**src/rtl/arpm_pkg.sv**
```systemverilog
// ----------------------------------------------------------------------------
// arpm_pkg: shared constants for the RMS / peak level meter
// Widths of the accumulator and of the fixed-point log2 unit.
// ----------------------------------------------------------------------------
package arpm_pkg;

  localparam int SUM_W          = 50;  // square sum width
  localparam int LOG_W          = 50;  // log2 unit operand width (>= 32)
  localparam int FRAC_W         = 24;  // log2 fraction bits (Q24)
  localparam int LOG_RES_W      = 32;  // log2 result width
  localparam int BAR_CELLS_DEF  = 20;
  localparam int COUNT_BITS_DEF = 20;

  localparam logic [7:0]  FPR_RESET    = 8'd5;
  localparam logic [28:0] LOG_K        = 29'd505044526; // 100*log10(2), Q24
  localparam logic [9:0]  FLOOR_TENTHS = 10'd960;

endpackage

```
**src/rtl/arpm_log2.sv**
```systemverilog
// ----------------------------------------------------------------------------
// arpm_log2: serial fixed-point log2
// Normalizes one bit per cycle, then forms one Q24 fraction bit per cycle
// by repeated squaring of the Q31 mantissa.
// ----------------------------------------------------------------------------
module arpm_log2 import arpm_pkg::*; (
  input  logic                 clk_i,
  input  logic                 rst_ni,
  input  logic                 start_i,
  input  logic [LOG_W-1:0]     x_i,
  output logic                 done_o,
  output logic [LOG_RES_W-1:0] res_o
);

  localparam int E_W  = $clog2(LOG_W);
  localparam int IT_W = $clog2(FRAC_W);

  typedef enum logic [2:0] {
    L_IDLE = 3'b001,
    L_NORM = 3'b010,
    L_ITER = 3'b100
  } lstate_e;

  lstate_e          state_q, state_d;
  logic             done_q, done_d;
  logic [LOG_W-1:0] x_q;
  logic [E_W-1:0]   e_q;
  logic [31:0]      m_q;
  logic [FRAC_W-1:0] frac_q;
  logic [IT_W-1:0]  it_q;
  logic [63:0]      sq;
  logic             norm_done;

  assign sq        = {32'b0, m_q} * {32'b0, m_q};
  assign norm_done = x_q[LOG_W-1] || (e_q == '0);

  always_comb begin
    state_d = state_q;
    done_d  = 1'b0;
    case (state_q)
      L_IDLE: if (start_i) state_d = L_NORM;
      L_NORM: if (norm_done) state_d = L_ITER;
      L_ITER: begin
        if (it_q == '0) begin
          state_d = L_IDLE;
          done_d  = 1'b1;
        end
      end
      default: state_d = L_IDLE;
    endcase
  end

  always_ff @(posedge clk_i or negedge rst_ni) begin
    if (!rst_ni) begin
      state_q <= L_IDLE;
      done_q  <= 1'b0;
    end else begin
      state_q <= state_d;
      done_q  <= done_d;
    end
  end

  always_ff @(posedge clk_i) begin
    case (state_q)
      L_IDLE: begin
        x_q <= x_i;
        e_q <= E_W'(LOG_W - 1);
      end
      L_NORM: begin
        if (norm_done) begin
          m_q  <= x_q[LOG_W-1 -: 32];
          it_q <= IT_W'(FRAC_W - 1);
        end else begin
          x_q <= {x_q[LOG_W-2:0], 1'b0};
          e_q <= e_q - 1'b1;
        end
      end
      L_ITER: begin
        frac_q <= {frac_q[FRAC_W-2:0], sq[63]};
        m_q    <= sq[63] ? sq[63:32] : sq[62:31];
        it_q   <= it_q - 1'b1;
      end
      default: ;
    endcase
  end

  assign done_o = done_q;
  assign res_o  = LOG_RES_W'({e_q, frac_q});

endmodule

```
**config.mk**
```make
export PLATFORM = sky130hd
export DESIGN_NAME = arpm_log2
export DESIGN_NICKNAME = d
export VERILOG_FILES = /design/src/rtl/arpm_pkg.sv /design/src/rtl/arpm_log2.sv
export SDC_FILE = /design/constraint.sdc
export NUM_CORES = 2
export LEC_CHECK = 0
export BUFFER_PORTS_ARGS = -buffer_cell sky130_fd_sc_hd__buf_2
export CORE_UTILIZATION = 67
export DETAILED_ROUTE_END_ITERATION = 7
export PLACE_DENSITY = 0.85
export SETUP_SLACK_MARGIN = 0.1
export SYNTH_ARGS = -nofsm -noshare
export SYNTH_HDL_FRONTEND = slang
export SYNTH_SLANG_ARGS = --single-unit
```
**constraint.sdc**
```tcl
create_clock -name clk_i -period 9.8 [get_ports clk_i]
set_input_delay 1.47 -clock clk_i [delete_from_list [all_inputs] [get_ports clk_i]]
set_output_delay 1.47 -clock clk_i [all_outputs]
set_load 0.03 [all_outputs]
```
==> results.txt <==
Register area share after synthesis: 0.105
Routed len/inst: 19.9 um
Area share of the largest cell type after synthesis: 0.460
Mapped cell area: 0.0344 mm2
Register area: 0.00361 mm2
Num CTS Buffers: 17
Largest net degree at the start of global routing: 56
CP required: 9960 ps
Top cell by count, worst path: fa_1
Rows: 82
Synth-to-layout area growth: 5.06%
Fill cells: 3531
Fmax: 108 MHz
Most common cell in the netlist: inv_1
IO Port Bufs: 83
WS Path Type: flop to flop
Core Footprint: 0.0504 mm2
Synth top area cells: fa_1 (46%), ha_1 (11%), inv_1 (11%)
Vias in the first global route: 27468
Final hold viol count: 0
Ys Warns: 0
Pins Over Slew Limit: 0
Routed vias: 24602
H-tree levels: 4
Worst Tran Pin Value: 1160 ps
Sink Count: 121
CP Capture Type: flop
Worst setup SP type: flop
Initial Util: 0.683
Share of cells above drive strength 1: 0.0574
Unique cell type count in the Yosys netlist: 73
Buffers and inverters on the worst path: 5
Vert. Die Dim: 229 um
TNS Setup: 0 ps
RSZ-0062 raised after global routing: no
Post-synth EDFFs: 117
Post-layout nets: 4773
Max-Cap Viols: 0
Post-synth top cells: inv_1 (984), fa_1 (791), nand2_1 (497)
Slowest cell on crit path: edfxtp_1
First-pass GRT wire length: 141 mm
Place WS: 696 ps
CTS tree: built
CP delay by family, top: adder cells
GRT Total Usage: 0.348
Initial antenna violation count: 1
Reg2Reg Setup Slack: 560 ps
Final Setup Violations: 0
Worst path max stage delay: 1060 ps
Fin worst setup slack: 556 ps
Mapped Cells: 3612
Multi-input gate area: 0.0265 mm2
Area leader, netlist: fa_1
Hold/Removal Path Class: flop to flop
Drt pass-1 iters: 8
Placed Cells: 4277
Clock slew at reported path FFs: 50 ps
Clk_skew: 3.63 ps
CTS Root Cell: clkbuf_16
Main synth FF type: edfxtp_1
Final worst-path cycle share: 0.943
Die width: 229 um
Outcome: complete, no violations
GPL Wtd Cong: 0.975
# DRC: 0
Worst EP arrival: 9400 ps
DRT iter0 DRCs: 1990
Max transition margin: 0.225
Via-per-instance ratio: 5.71
CP max FO: 26
CTS resizes: 0
Clk_lat worst skew: 410 ps
HPWL after DPL: 70.3 mm
Fin crit period: 9240 ps
Antenna-violating nets left: 0
Worst-case clock buffer depth: 2
Ports: 86
Routed WL: 85.7 mm
FFs w/ async S/R, synth: 0.0331
Overflow after GRT: 0
Seq cells post-synth: 121
Cell Count, Final, Fillers Out: 4312
Die area: 0.0523 mm2
Avg Inst Size Synth: 9.53 um2
-- cells in the final DEF (no fill, tap or decap), types with 5 or more instances in the layout --
cell type  count
a211oi_1       9
a21o_1        27
a21oi_1       68
a221o_1        7
a22oi_1        6
a31o_2        12
a31oi_1       11
and2_1       228
and3_1        11
buf_2         83
buf_4         53
clkbuf_1       5
clkbuf_16     17
clkinv_2       5
edfxtp_1     117
fa_1         791
ha_1         303
inv_1        984
nand2_1      496
nand2b_1       5
nand3_1       20
nand4_1       22
nor2_1        79
nor2b_1       12
nor3_1        17
o211ai_1      18
o21ai_0       39
o21bai_1      16
o221ai_1       5
or2_2          7
xnor2_1       43
xor2_1        38
-- timing repair --
action,in CTS,in global routing
setup buffers,0,2
endpoints found under the hold margin,0,0
hold buffers,0,0
endpoints found under the setup margin,0,1
-- layout make-up --
cell class              instances  area share
diodes                          1   0.0000692
clock buffers                  22      0.0123
clock inverters                10     0.00349
inverters                     986       0.102
multi-input cells            2360       0.734
flip-flops and latches        121       0.100
well taps                     672      0.0233
repair buffers                140      0.0247
-- routing by layer --
layer  vias up  global-route usage  routed length (um)
li1      10751                   -                   -
met2      1192               0.583               42300
met3       308              0.0697                7540
met5         -                   0                   0
met4         0               0.169                4850
met1     12351               0.433               31100
-- per-stage QoR --
stage               utilization  area (um2)  hold slack, ps
CTS                       0.717       36100             441
floorplan                     -       34400             484
global route              0.718       36200             460
detailed placement        0.706       35600             429
global placement          0.706       35600             423
finish                    0.718       36200             440
-- state kept, by name (all words and copies together) (netlist names) --
name     flops
done_o       1
e_q          6
frac_q      24
it_q         5
m_q         32
state_q      3
x_q         50
-- path summary, 6_finish.rpt --
kind,start,endpoint,cells after the start
max,m_q[13]$_DFFE_PP_,m_q[18]$_DFFE_PP_,27
min,frac_q[2]$_DFFE_PP_,frac_q[3]$_DFFE_PP_,0
max reg2reg,m_q[13]$_DFFE_PP_,m_q[18]$_DFFE_PP_,27
min reg2reg,frac_q[2]$_DFFE_PP_,frac_q[3]$_DFFE_PP_,0
max in group asynchronous,rst_ni,state_q[0]$_DFFE_PN1P_,1
min in group asynchronous,rst_ni,state_q[1]$_DFFE_PN0P_,1
-- logic make-up after synthesis --
| kind of cell | Yosys count | share of synthesized area |
|---|---|---|
| fa+ha+maj | 1094 | 0.570 |
| mux | 3 | 0.000909 |
| xor+xnor | 82 | 0.0214 |
| simple gates | 915 | 0.124 |
| compound gates | 264 | 0.0540 |
| flops | 121 | 0.105 |
| buf+inv | 1132 | 0.125 |
| other cells | 1 | 0.000109 |
Power is not shown: default switching activity piles up to over one toggle a cycle in this logic, so the estimate is an artifact.
